===== src/rtl/tpd_pkg.sv =====
// shared types and constants of the tracker pattern decoder
// used by the controller, the datapath and the top level
package tpd_pkg;

  localparam int BYTE_W     = 8;
  localparam int CHAN_W     = 5;
  localparam int NOTE_W     = 7;
  localparam int INSTR_W    = 16;
  localparam int VOL_W      = 8;
  localparam int EFF_W      = 8;
  localparam int PARAM_W    = 8;
  localparam int ROW_W      = 16;
  localparam int CFG_W      = 6;
  localparam int HDR_W      = 6;
  localparam int CELL_W     = NOTE_W + INSTR_W + VOL_W + EFF_W + PARAM_W;
  localparam int OUT_RAW_W  = CHAN_W + 1 + CELL_W + ROW_W;
  localparam int OUT_DATA_W = ((OUT_RAW_W + 7) / 8) * 8;
  localparam int OUT_PAD_W  = OUT_DATA_W - OUT_RAW_W;

  // cell layout: note, instrument, volume, effect, parameter from bit 0 up
  localparam int SH_NOTE  = 0;
  localparam int SH_INSTR = SH_NOTE + NOTE_W;
  localparam int SH_VOL   = SH_INSTR + INSTR_W;
  localparam int SH_EFF   = SH_VOL + VOL_W;
  localparam int SH_PARAM = SH_EFF + EFF_W;

  localparam logic [CFG_W-1:0]  CFG_RESET = 6'd8;
  localparam logic [BYTE_W-1:0] CHAN_MASK = 8'h1f;
  localparam logic [BYTE_W-1:0] FLW_NOTE  = 8'h20;
  localparam logic [BYTE_W-1:0] FLW_VOL   = 8'h40;
  localparam logic [BYTE_W-1:0] FLW_EFF   = 8'h80;
  localparam logic [BYTE_W-1:0] NOTE_MASK = 8'h7f;

  typedef enum logic [12:0] {
    ST_HEADER     = 13'b0000000000001,
    ST_ROWS_LO    = 13'b0000000000010,
    ST_ROWS_HI    = 13'b0000000000100,
    ST_FOLLOW     = 13'b0000000001000,
    ST_NOTE       = 13'b0000000010000,
    ST_INSTR_LO   = 13'b0000000100000,
    ST_INSTR_WIDE = 13'b0000001000000,
    ST_INSTR_HI   = 13'b0000010000000,
    ST_VOLUME     = 13'b0000100000000,
    ST_EFFECT     = 13'b0001000000000,
    ST_PARAM      = 13'b0010000000000,
    ST_EMIT       = 13'b0100000000000,
    ST_DONE       = 13'b1000000000000
  } ctrl_state_t;

  typedef enum logic [3:0] {
    OP_NONE,
    OP_HEADER,
    OP_ROWS_LO,
    OP_ROWS_HI,
    OP_FOLLOW,
    OP_NOTE,
    OP_INSTR_LO,
    OP_INSTR_HI,
    OP_VOLUME,
    OP_EFFECT,
    OP_PARAM
  } byte_op_t;

  typedef struct packed {
    byte_op_t op;
    logic     commit;
    logic     emit_start;
    logic     emit_step;
  } tpd_cmd_t;

  typedef struct packed {
    logic hdr_last;
    logic byte_zero;
    logic byte_note;
    logic byte_vol;
    logic byte_eff;
    logic note_wide;
    logic rows_zero;
    logic flag_vol;
    logic flag_eff;
    logic emit_last;
    logic row_last;
    logic out_free;
  } tpd_status_t;

endpackage


===== src/rtl/tpd_ctrl.sv =====
// parse and emit controller of the tracker pattern decoder
// depends on tpd_pkg for the state, command and status types
module tpd_ctrl #(
  parameter int HEADER_WORDS = 16
) (
  input  logic               clk,
  input  logic               rst_n,
  input  logic               in_tvalid,
  output logic               in_tready,
  input  tpd_pkg::tpd_status_t sts,
  output tpd_pkg::tpd_cmd_t  cmd
);
  import tpd_pkg::*;

  ctrl_state_t state_r, state_nxt;
  logic        take;

  assign in_tready = (state_r != ST_EMIT);
  assign take      = in_tvalid & in_tready;

  always_ff @(posedge clk) begin
    if (!rst_n) begin
      state_r <= (HEADER_WORDS == 0) ? ST_ROWS_LO : ST_HEADER;
    end else begin
      state_r <= state_nxt;
    end
  end

  always_comb begin
    state_nxt      = state_r;
    cmd.op         = OP_NONE;
    cmd.commit     = 1'b0;
    cmd.emit_start = 1'b0;
    cmd.emit_step  = 1'b0;
    case (state_r)
      ST_HEADER: begin
        if (take) begin
          cmd.op = OP_HEADER;
          if (sts.hdr_last) state_nxt = ST_ROWS_LO;
        end
      end
      ST_ROWS_LO: begin
        if (take) begin
          cmd.op    = OP_ROWS_LO;
          state_nxt = ST_ROWS_HI;
        end
      end
      ST_ROWS_HI: begin
        if (take) begin
          cmd.op    = OP_ROWS_HI;
          state_nxt = sts.rows_zero ? ST_DONE : ST_FOLLOW;
        end
      end
      ST_FOLLOW: begin
        if (take) begin
          if (sts.byte_zero) begin
            cmd.emit_start = 1'b1;
            state_nxt      = ST_EMIT;
          end else begin
            cmd.op = OP_FOLLOW;
            if (sts.byte_note) state_nxt = ST_NOTE;
            else if (sts.byte_vol) state_nxt = ST_VOLUME;
            else if (sts.byte_eff) state_nxt = ST_EFFECT;
            else cmd.commit = 1'b1;
          end
        end
      end
      ST_NOTE: begin
        if (take) begin
          cmd.op    = OP_NOTE;
          state_nxt = sts.note_wide ? ST_INSTR_WIDE : ST_INSTR_LO;
        end
      end
      ST_INSTR_WIDE: begin
        if (take) begin
          cmd.op    = OP_INSTR_LO;
          state_nxt = ST_INSTR_HI;
        end
      end
      ST_INSTR_LO, ST_INSTR_HI: begin
        if (take) begin
          cmd.op = (state_r == ST_INSTR_HI) ? OP_INSTR_HI : OP_INSTR_LO;
          if (sts.flag_vol) state_nxt = ST_VOLUME;
          else if (sts.flag_eff) state_nxt = ST_EFFECT;
          else begin
            cmd.commit = 1'b1;
            state_nxt  = ST_FOLLOW;
          end
        end
      end
      ST_VOLUME: begin
        if (take) begin
          cmd.op = OP_VOLUME;
          if (sts.flag_eff) state_nxt = ST_EFFECT;
          else begin
            cmd.commit = 1'b1;
            state_nxt  = ST_FOLLOW;
          end
        end
      end
      ST_EFFECT: begin
        if (take) begin
          cmd.op    = OP_EFFECT;
          state_nxt = ST_PARAM;
        end
      end
      ST_PARAM: begin
        if (take) begin
          cmd.op     = OP_PARAM;
          cmd.commit = 1'b1;
          state_nxt  = ST_FOLLOW;
        end
      end
      ST_EMIT: begin
        if (sts.out_free) begin
          cmd.emit_step = 1'b1;
          if (sts.emit_last) state_nxt = sts.row_last ? ST_DONE : ST_FOLLOW;
        end
      end
      ST_DONE: begin
        // trailing bytes are taken and dropped
      end
      default: begin
        state_nxt = ST_DONE;
      end
    endcase
  end

endmodule


===== src/rtl/tpd_datapath.sv =====
// datapath of the tracker pattern decoder: counters, entry assembly,
// row cell store and output register; depends on tpd_pkg
module tpd_datapath #(
  parameter int MAX_CHANNELS = 32,
  parameter int HEADER_WORDS = 16
) (
  input  logic                            clk,
  input  logic                            rst_n,
  input  logic [tpd_pkg::BYTE_W-1:0]      in_byte,
  input  logic                            cfg_wr_en,
  input  logic [tpd_pkg::CFG_W-1:0]       cfg_wr_data,
  input  tpd_pkg::tpd_cmd_t               cmd,
  output tpd_pkg::tpd_status_t            sts,
  output logic                            out_tvalid,
  input  logic                            out_tready,
  output logic [tpd_pkg::OUT_DATA_W-1:0]  out_tdata,
  output logic                            out_tlast,
  output logic                            out_tuser
);
  import tpd_pkg::*;

  localparam int CIDX_W = (MAX_CHANNELS > 1) ? $clog2(MAX_CHANNELS) : 1;
  localparam int CNT_W  = $clog2(MAX_CHANNELS + 1);
  localparam int HDR_LEN = 2 * HEADER_WORDS;

  logic [CFG_W-1:0]      cfg_r;
  logic [HDR_W-1:0]      hdr_cnt_r, hdr_cnt_nxt;
  logic [HDR_W:0]        hdr_inc;
  logic [ROW_W-1:0]      rows_total_r, rows_total_nxt;
  logic [ROW_W-1:0]      row_cnt_r, row_cnt_nxt;
  logic                  flag_vol_r, flag_eff_r;
  logic [CHAN_W-1:0]     chan_r, chan_nxt;
  logic [CELL_W-1:0]     fields_r, fields_nxt;
  logic [MAX_CHANNELS-1:0] present_r;
  logic [CELL_W-1:0]     cell_store_r [MAX_CHANNELS];
  logic [CNT_W-1:0]      emit_cnt_r, emit_idx_r;
  logic [CNT_W-1:0]      emit_cnt;
  logic                  cell_set;
  logic                  store_ok;
  logic                  out_valid_r;
  logic [OUT_DATA_W-1:0] out_data_r;
  logic                  out_last_r, out_done_r;

  assign hdr_inc  = {1'b0, hdr_cnt_r} + 1'b1;
  assign store_ok = ({1'b0, chan_nxt} < (CHAN_W + 1)'(MAX_CHANNELS));

  // status toward the controller
  assign sts.hdr_last  = (hdr_inc >= (HDR_W + 1)'(HDR_LEN)) || (hdr_inc[HDR_W-1:0] == '0);
  assign sts.byte_zero = (in_byte == '0);
  assign sts.byte_note = |(in_byte & FLW_NOTE);
  assign sts.byte_vol  = |(in_byte & FLW_VOL);
  assign sts.byte_eff  = |(in_byte & FLW_EFF);
  assign sts.note_wide = in_byte[BYTE_W-1];
  assign sts.rows_zero = (in_byte == '0) && (rows_total_r[BYTE_W-1:0] == '0);
  assign sts.flag_vol  = flag_vol_r;
  assign sts.flag_eff  = flag_eff_r;
  assign sts.emit_last = ((emit_idx_r + 1'b1) == emit_cnt_r);
  assign sts.row_last  = (({1'b0, row_cnt_r} + 1'b1) == {1'b0, rows_total_r});
  assign sts.out_free  = !out_valid_r || out_tready;

  // channel count sampled at row end, zero taken as one, capped at the store
  always_comb begin
    if (cfg_r == '0) emit_cnt = CNT_W'(1);
    else if ({1'b0, cfg_r} > (CFG_W + 1)'(MAX_CHANNELS)) emit_cnt = CNT_W'(MAX_CHANNELS);
    else emit_cnt = CNT_W'(cfg_r);
  end

  always_comb begin
    hdr_cnt_nxt    = hdr_cnt_r;
    rows_total_nxt = rows_total_r;
    row_cnt_nxt    = row_cnt_r;
    chan_nxt       = chan_r;
    fields_nxt     = fields_r;
    case (cmd.op)
      OP_HEADER:   hdr_cnt_nxt = sts.hdr_last ? '0 : hdr_inc[HDR_W-1:0];
      OP_ROWS_LO:  rows_total_nxt = {{(ROW_W - BYTE_W){1'b0}}, in_byte};
      OP_ROWS_HI: begin
        rows_total_nxt = {in_byte, rows_total_r[BYTE_W-1:0]};
        row_cnt_nxt    = '0;
      end
      OP_FOLLOW: begin
        chan_nxt   = CHAN_W'(in_byte & CHAN_MASK);
        fields_nxt = '0;
      end
      OP_NOTE:     fields_nxt[SH_NOTE +: NOTE_W] = NOTE_W'(in_byte & NOTE_MASK);
      OP_INSTR_LO: fields_nxt[SH_INSTR +: BYTE_W] = in_byte;
      OP_INSTR_HI: fields_nxt[SH_INSTR + BYTE_W +: BYTE_W] = in_byte;
      OP_VOLUME:   fields_nxt[SH_VOL +: VOL_W] = in_byte;
      OP_EFFECT:   fields_nxt[SH_EFF +: EFF_W] = in_byte;
      OP_PARAM:    fields_nxt[SH_PARAM +: PARAM_W] = in_byte;
      default: begin
      end
    endcase
    if (cmd.emit_step && sts.emit_last) row_cnt_nxt = row_cnt_r + 1'b1;
  end

  always_ff @(posedge clk) begin
    if (!rst_n) begin
      cfg_r        <= CFG_RESET;
      hdr_cnt_r    <= '0;
      rows_total_r <= '0;
      row_cnt_r    <= '0;
      chan_r       <= '0;
      fields_r     <= '0;
      flag_vol_r   <= 1'b0;
      flag_eff_r   <= 1'b0;
      present_r    <= '0;
      emit_cnt_r   <= CNT_W'(1);
      emit_idx_r   <= '0;
    end else begin
      if (cfg_wr_en) cfg_r <= cfg_wr_data;
      hdr_cnt_r    <= hdr_cnt_nxt;
      rows_total_r <= rows_total_nxt;
      row_cnt_r    <= row_cnt_nxt;
      chan_r       <= chan_nxt;
      fields_r     <= fields_nxt;
      if (cmd.op == OP_FOLLOW) begin
        flag_vol_r <= sts.byte_vol;
        flag_eff_r <= sts.byte_eff;
      end
      if (cmd.emit_start) begin
        emit_cnt_r <= emit_cnt;
        emit_idx_r <= '0;
      end else if (cmd.emit_step) begin
        emit_idx_r <= emit_idx_r + 1'b1;
      end
      // row store empties on a new pattern and after each emitted row
      if ((cmd.op == OP_ROWS_HI) || (cmd.emit_step && sts.emit_last)) begin
        present_r <= '0;
      end else if (cmd.commit && store_ok) begin
        present_r[chan_nxt[CIDX_W-1:0]] <= 1'b1;
      end
    end
  end

  // entries read as zero until their present bit is set
  always_ff @(posedge clk) begin
    if (cmd.commit && store_ok) cell_store_r[chan_nxt[CIDX_W-1:0]] <= fields_nxt;
  end

  assign cell_set = present_r[emit_idx_r[CIDX_W-1:0]];

  always_ff @(posedge clk) begin
    if (!rst_n) begin
      out_valid_r <= 1'b0;
    end else begin
      out_valid_r <= cmd.emit_step || (out_valid_r && !out_tready);
    end
  end

  always_ff @(posedge clk) begin
    if (cmd.emit_step) begin
      out_data_r <= {{OUT_PAD_W{1'b0}}, row_cnt_r,
                     cell_set ? cell_store_r[emit_idx_r[CIDX_W-1:0]] : {CELL_W{1'b0}},
                     cell_set, CHAN_W'(emit_idx_r)};
      out_last_r <= sts.emit_last;
      out_done_r <= sts.emit_last && sts.row_last;
    end
  end

  assign out_tvalid = out_valid_r;
  assign out_tdata  = out_data_r;
  assign out_tlast  = out_last_r;
  assign out_tuser  = out_done_r;

endmodule


===== src/rtl/tracker_pattern_decoder.sv =====
// Tracker pattern decoder, top level.
// Input: one pattern byte per request on in_* (header words, 16-bit
// little-endian row count, then follow-byte entries, a zero byte ending
// each row). Output: one channel cell per request on out_*, channel
// order 0 .. channel_count-1, tlast on the row's final cell, tuser on the
// final cell of the pattern.
// in_tready is high in every state but the emit pass. A row-ending byte
// starts an emit pass of channel_count cells (1..32), one cell a cycle
// through a single output register; in_tready is low for the pass. That
// byte puts the controller in its emit state, which loads the first cell.
// A stalled receiver holds the cell in the output register and stops the
// pass; bytes are taken again once the last cell is loaded.
// Reset: synchronous rst_n clears the parser, counters, row store present
// bits and sets channel_count to 8; no clearing pass is needed. The user
// writes channel_count via cfg_wr_en/cfg_wr_data while idle, unchecked.
module tracker_pattern_decoder #(
  parameter int MAX_CHANNELS = 32,
  parameter int HEADER_WORDS = 16
) (
  input  logic                           clk,
  input  logic                           rst_n,
  input  logic                           in_tvalid,
  output logic                           in_tready,
  // byte_in
  input  logic [tpd_pkg::BYTE_W-1:0]     in_tdata,
  output logic                           out_tvalid,
  input  logic                           out_tready,
  // cell_channel, cell_set, note_value, instrument_value, volume_value,
  // effect_value, effect_param, row_index, zero pad
  output logic [tpd_pkg::OUT_DATA_W-1:0] out_tdata,
  // last_in_row
  output logic                           out_tlast,
  // pattern_done
  output logic                           out_tuser,
  input  logic                           cfg_wr_en,
  input  logic [tpd_pkg::CFG_W-1:0]      cfg_wr_data
);
  import tpd_pkg::*;

  tpd_cmd_t    cmd;
  tpd_status_t sts;

  tpd_ctrl #(
    .HEADER_WORDS(HEADER_WORDS)
  ) u_ctrl (
    .clk      (clk),
    .rst_n    (rst_n),
    .in_tvalid(in_tvalid),
    .in_tready(in_tready),
    .sts      (sts),
    .cmd      (cmd)
  );

  tpd_datapath #(
    .MAX_CHANNELS(MAX_CHANNELS),
    .HEADER_WORDS(HEADER_WORDS)
  ) u_datapath (
    .clk        (clk),
    .rst_n      (rst_n),
    .in_byte    (in_tdata),
    .cfg_wr_en  (cfg_wr_en),
    .cfg_wr_data(cfg_wr_data),
    .cmd        (cmd),
    .sts        (sts),
    .out_tvalid (out_tvalid),
    .out_tready (out_tready),
    .out_tdata  (out_tdata),
    .out_tlast  (out_tlast),
    .out_tuser  (out_tuser)
  );

endmodule


===== config.mk =====
export PLATFORM = sky130hd
export DESIGN_NAME = tracker_pattern_decoder
export DESIGN_NICKNAME = d
export VERILOG_FILES = /design/src/rtl/tpd_pkg.sv /design/src/rtl/tpd_ctrl.sv /design/src/rtl/tpd_datapath.sv /design/src/rtl/tracker_pattern_decoder.sv
export SDC_FILE = /design/constraint.sdc
export NUM_CORES = 2
export LEC_CHECK = 0
export BUFFER_PORTS_ARGS = -buffer_cell sky130_fd_sc_hd__buf_2
export CELL_PAD_IN_SITES_DETAIL_PLACEMENT = 0
export CELL_PAD_IN_SITES_GLOBAL_PLACEMENT = 1
export CORE_ASPECT_RATIO = 2
export CORE_MARGIN = 1.5
export CORE_UTILIZATION = 55
export CTS_BUF_LIST = sky130_fd_sc_hd__clkbuf_8
export DETAILED_ROUTE_END_ITERATION = 6
export PLACE_DENSITY_LB_ADDON = 0.1
export SYNTH_ARGS = -nofsm -noshare
export SYNTH_HDL_FRONTEND = slang
export SYNTH_SLANG_ARGS = --single-unit

===== constraint.sdc =====
create_clock -name clk -period 7.8 [get_ports clk]
set_input_delay 0.39 -clock clk [delete_from_list [all_inputs] [get_ports clk]]
set_output_delay 0.39 -clock clk [all_outputs]
set_load 0.05 [all_outputs]

==> impl_metrics.tcl <==
set metrics [dict create \
    fin_crit_ns 5.33 \
    rows 181 \
    power.leakage_nw 19.3 \
    power_frac_clock_pct 40.4 \
    wl_microns 171000 \
    crit_type "reg -> reg" \
    min_path_type "in -> reg" \
    fin_crit_sh_pct 68.3 \
    via_count 33000 \
    io_buffers 91 \
    outcome "finished with violations" \
    cts_buffers 224 \
    setup_violations 0 \
    gr-usage-met2_pct 53.0 \
    finalHoldViolations 0 \
    grt-ovfl-total 0 \
    endpoint_kind "register" \
    p_int_mw 13.7 \
    cts_hold_buf 22 \
    worst-endpoint-arrival_ns 5.93 \
    critical_path.max_fanout 26 \
    ys_seq_elements 1731 \
    dieArea_sq_mm 0.124 \
    viasPerCell 6.35 \
    pwr_density_cell_mw_per_mm2 229 \
    drive_above_1_share_pct 29.4 \
    syn_to_final_growth_pct 12.0 \
    fin_nets 3467 \
    die_w_microns 250 \
    synth_top_area_share_pct 70.4 \
    drtIter0Drc 2539 \
    worstPathRequired_ns 8.40 \
    multi_input_area_sq_mm 0.0165 \
    switching_share_pct 20.7 \
    grt_use_total_pct 28.2 \
    vdd_drop_max_mv 0.173 \
    core_area_sq_mm 0.121 \
    wl_per_cell_microns 32.8 \
    cts_resized 0 \
    use_met1_pct 32.0 \
    gp_congestion 0.870 \
    dr.pass1.iters 7 \
    post-cts-setup-buffer-count 0 \
    start_kind "register" \
    syn_area_per_cell_sq_um 21.0 \
    postRouteAntennaNets 0 \
    synth_flop_cell "edfxtp_1" \
    pre_cts_ws_ns 2.46 \
    io_pins 95 \
    cts-root-buf "clkbuf_8" \
    synth_cell_types 80 \
    cts.clk_slew.worst_paths_ns 0.07 \
    ys_seq_area_share_pct 75.0 \
    fin_cells 5195 \
    grt_max_degree 162 \
    drv_cap 0 \
    maxSlewViolCount 0 \
    max_freq_mhz 188 \
    finClkSkew_ns 0.0480 \
    rsz0062_at_grt "false" \
    p_comb_share_pct 1.7 \
    cts.path.max_buffers 3 \
    grt_pass1_wl_microns 247000 \
    drcViolationCount 1 \
    synthTopCellsByArea "edfxtp_1 (70%), mux4_2 (16%), dfxtp_1 (4.6%)" \
    regArea_sq_mm 0.0504 \
    synthCells 3203 \
    dp.cells 4751 \
    antenna_found_initial 6 \
    numClockSinks 1731 \
    p_switching_mw 3.57 \
    cts_tree "built" \
    tightest_slew_ns 1.38 \
    slew_headroom_pct 8.20 \
    grt-busiest-layer "met2" \
    async_flop_share_pct 0 \
    gr-usage-met3_pct 4.10 \
    power.total_mw 17.3 \
    power_frac_seq_pct 57.9 \
    tns_ns 0 \
    fillCellCount 8503 \
    ys_warn_count 0 \
    ys_top_cells_by_count "edfxtp_1 (1575), mux4_2 (480), dfxtp_1 (156)" \
    synth_area_sq_mm 0.0672 \
    synth_most_common_cell "edfxtp_1" \
    grt_pass1_vias 35400 \
    clk-insertion-delay-late_ns 0.92 \
    synth_area_leader_cell "edfxtp_1" \
    fp.dieH_microns 497 \
    start_util_pct 55.4 \
    dpl.hpwl_microns 100000 \
    violations "DRC" \
    setup_ws_ns 2.47 \
    synth_edf_count 1575 \
    h-tree-depth 4 \
]
[flip-flops by register name, summed over array words and instances, names as in the netlist]
signal / flops
u_datapath.rows_total_r: 16
u_datapath.out_tdata: 69
u_datapath.out_tuser: 1
u_datapath.fields_r: 47
u_datapath.out_tvalid: 1
u_datapath.out_tlast: 1
u_datapath.flag_eff_r: 1
u_datapath.chan_r: 5
u_datapath.flag_vol_r: 1
u_datapath.present_r: 32
u_datapath.row_cnt_r: 16
u_datapath.emit_cnt_r: 6
u_ctrl.state_r: 13
u_datapath.cfg_r: 6
u_datapath.emit_idx_r: 6
u_datapath.hdr_cnt_r: 6
u_datapath.cell_store_r: 1504
[layout make-up]
type	count	area share, %
Antenna cell	4	0.0133
Sequential cell	1731	67.0
Tap cell	1555	2.59
Multi-Input combinational cell	1253	22.0
Inverter	25	0.125
Clock buffer	246	4.50
Clock inverter	172	1.78
Timing Repair Buffer	209	2.02
[worst paths after layout]
check                                               from                              end  slack [ns]  cells after the start
worst min-delay path                           in_tvalid               u_ctrl.state_r[11]        0.22                      6
worst max-delay path                   u_ctrl.state_r[0]  u_datapath.cell_store_r[18][46]        2.47                      8
worst min register to register  u_datapath.emit_cnt_r[4]         u_datapath.emit_cnt_r[4]        0.46                      2
worst max register to register         u_ctrl.state_r[0]  u_datapath.cell_store_r[18][46]        2.47                      8
[power groups by stage]
stage	logic, mW	clock network (mW)	registers, mW
floorplan	0.209	0	10.2
global placement	0.279	0	10.2
detailed placement	0.276	0	10.2
CTS	0.287	7.13	10.0
global route	0.308	7.47	9.99
finish	0.289	6.98	10.0
[worst max-delay path, stage by stage, from the launching register on]
cell	delay, ns
dfxtp_1	0.39
or4_1	0.70
nor3_1	0.39
inv_2	0.19
nand2_1	0.53
a2111oi_4	0.19
nand4bb_1	0.92
o22ai_4	1.33
buf_12	0.31
[metrics by stage]
step                instance area, sq um  utilization [%]  hold slack, ns
detailed placement                 70300             57.9           0.452
CTS                                75200             62.0           0.118
floorplan                          67200                -           0.406
global route                       75300             62.0           0.223
finish                             75300             62.0           0.224
global placement                   70300             57.9           0.441
[per-layer routing]
layer  vias to the layer above  part of all wire, %
met5                         -               0.0076
met3                       365                  5.1
li1                      13800                    -
met2                      1220                   57
met1                     17600                   34
met4                         2                  3.7
[cell families after synthesis]
family | share of synthesized area, %
adder cells (fa/ha/maj) | 0.0745
multiplexers | 17.1
AND/OR/NAND/NOR | 3.50
AO/OA/AOI/OAI | 2.48
flip-flops | 75.0
buffers and inverters | 1.33
other | 0.00558
XOR/XNOR | 0.534
[cells in the final DEF (no fill, tap or decap), types with 24 or more instances in the layout]
cell type	n
a21oi_1	40
a22o_1	32
and2_1	52
buf_2	91
buf_4	86
clkbuf_8	246
clkinv_1	44
clkinv_2	36
dfxtp_1	151
edfxtp_1	1575
inv_1	81
mux2i_1	64
mux4_2	480
nand2_1	71
nand3_1	47
nor2_1	117
o21a_1	34
o32ai_4	24
(Power assumes the default switching activity.)
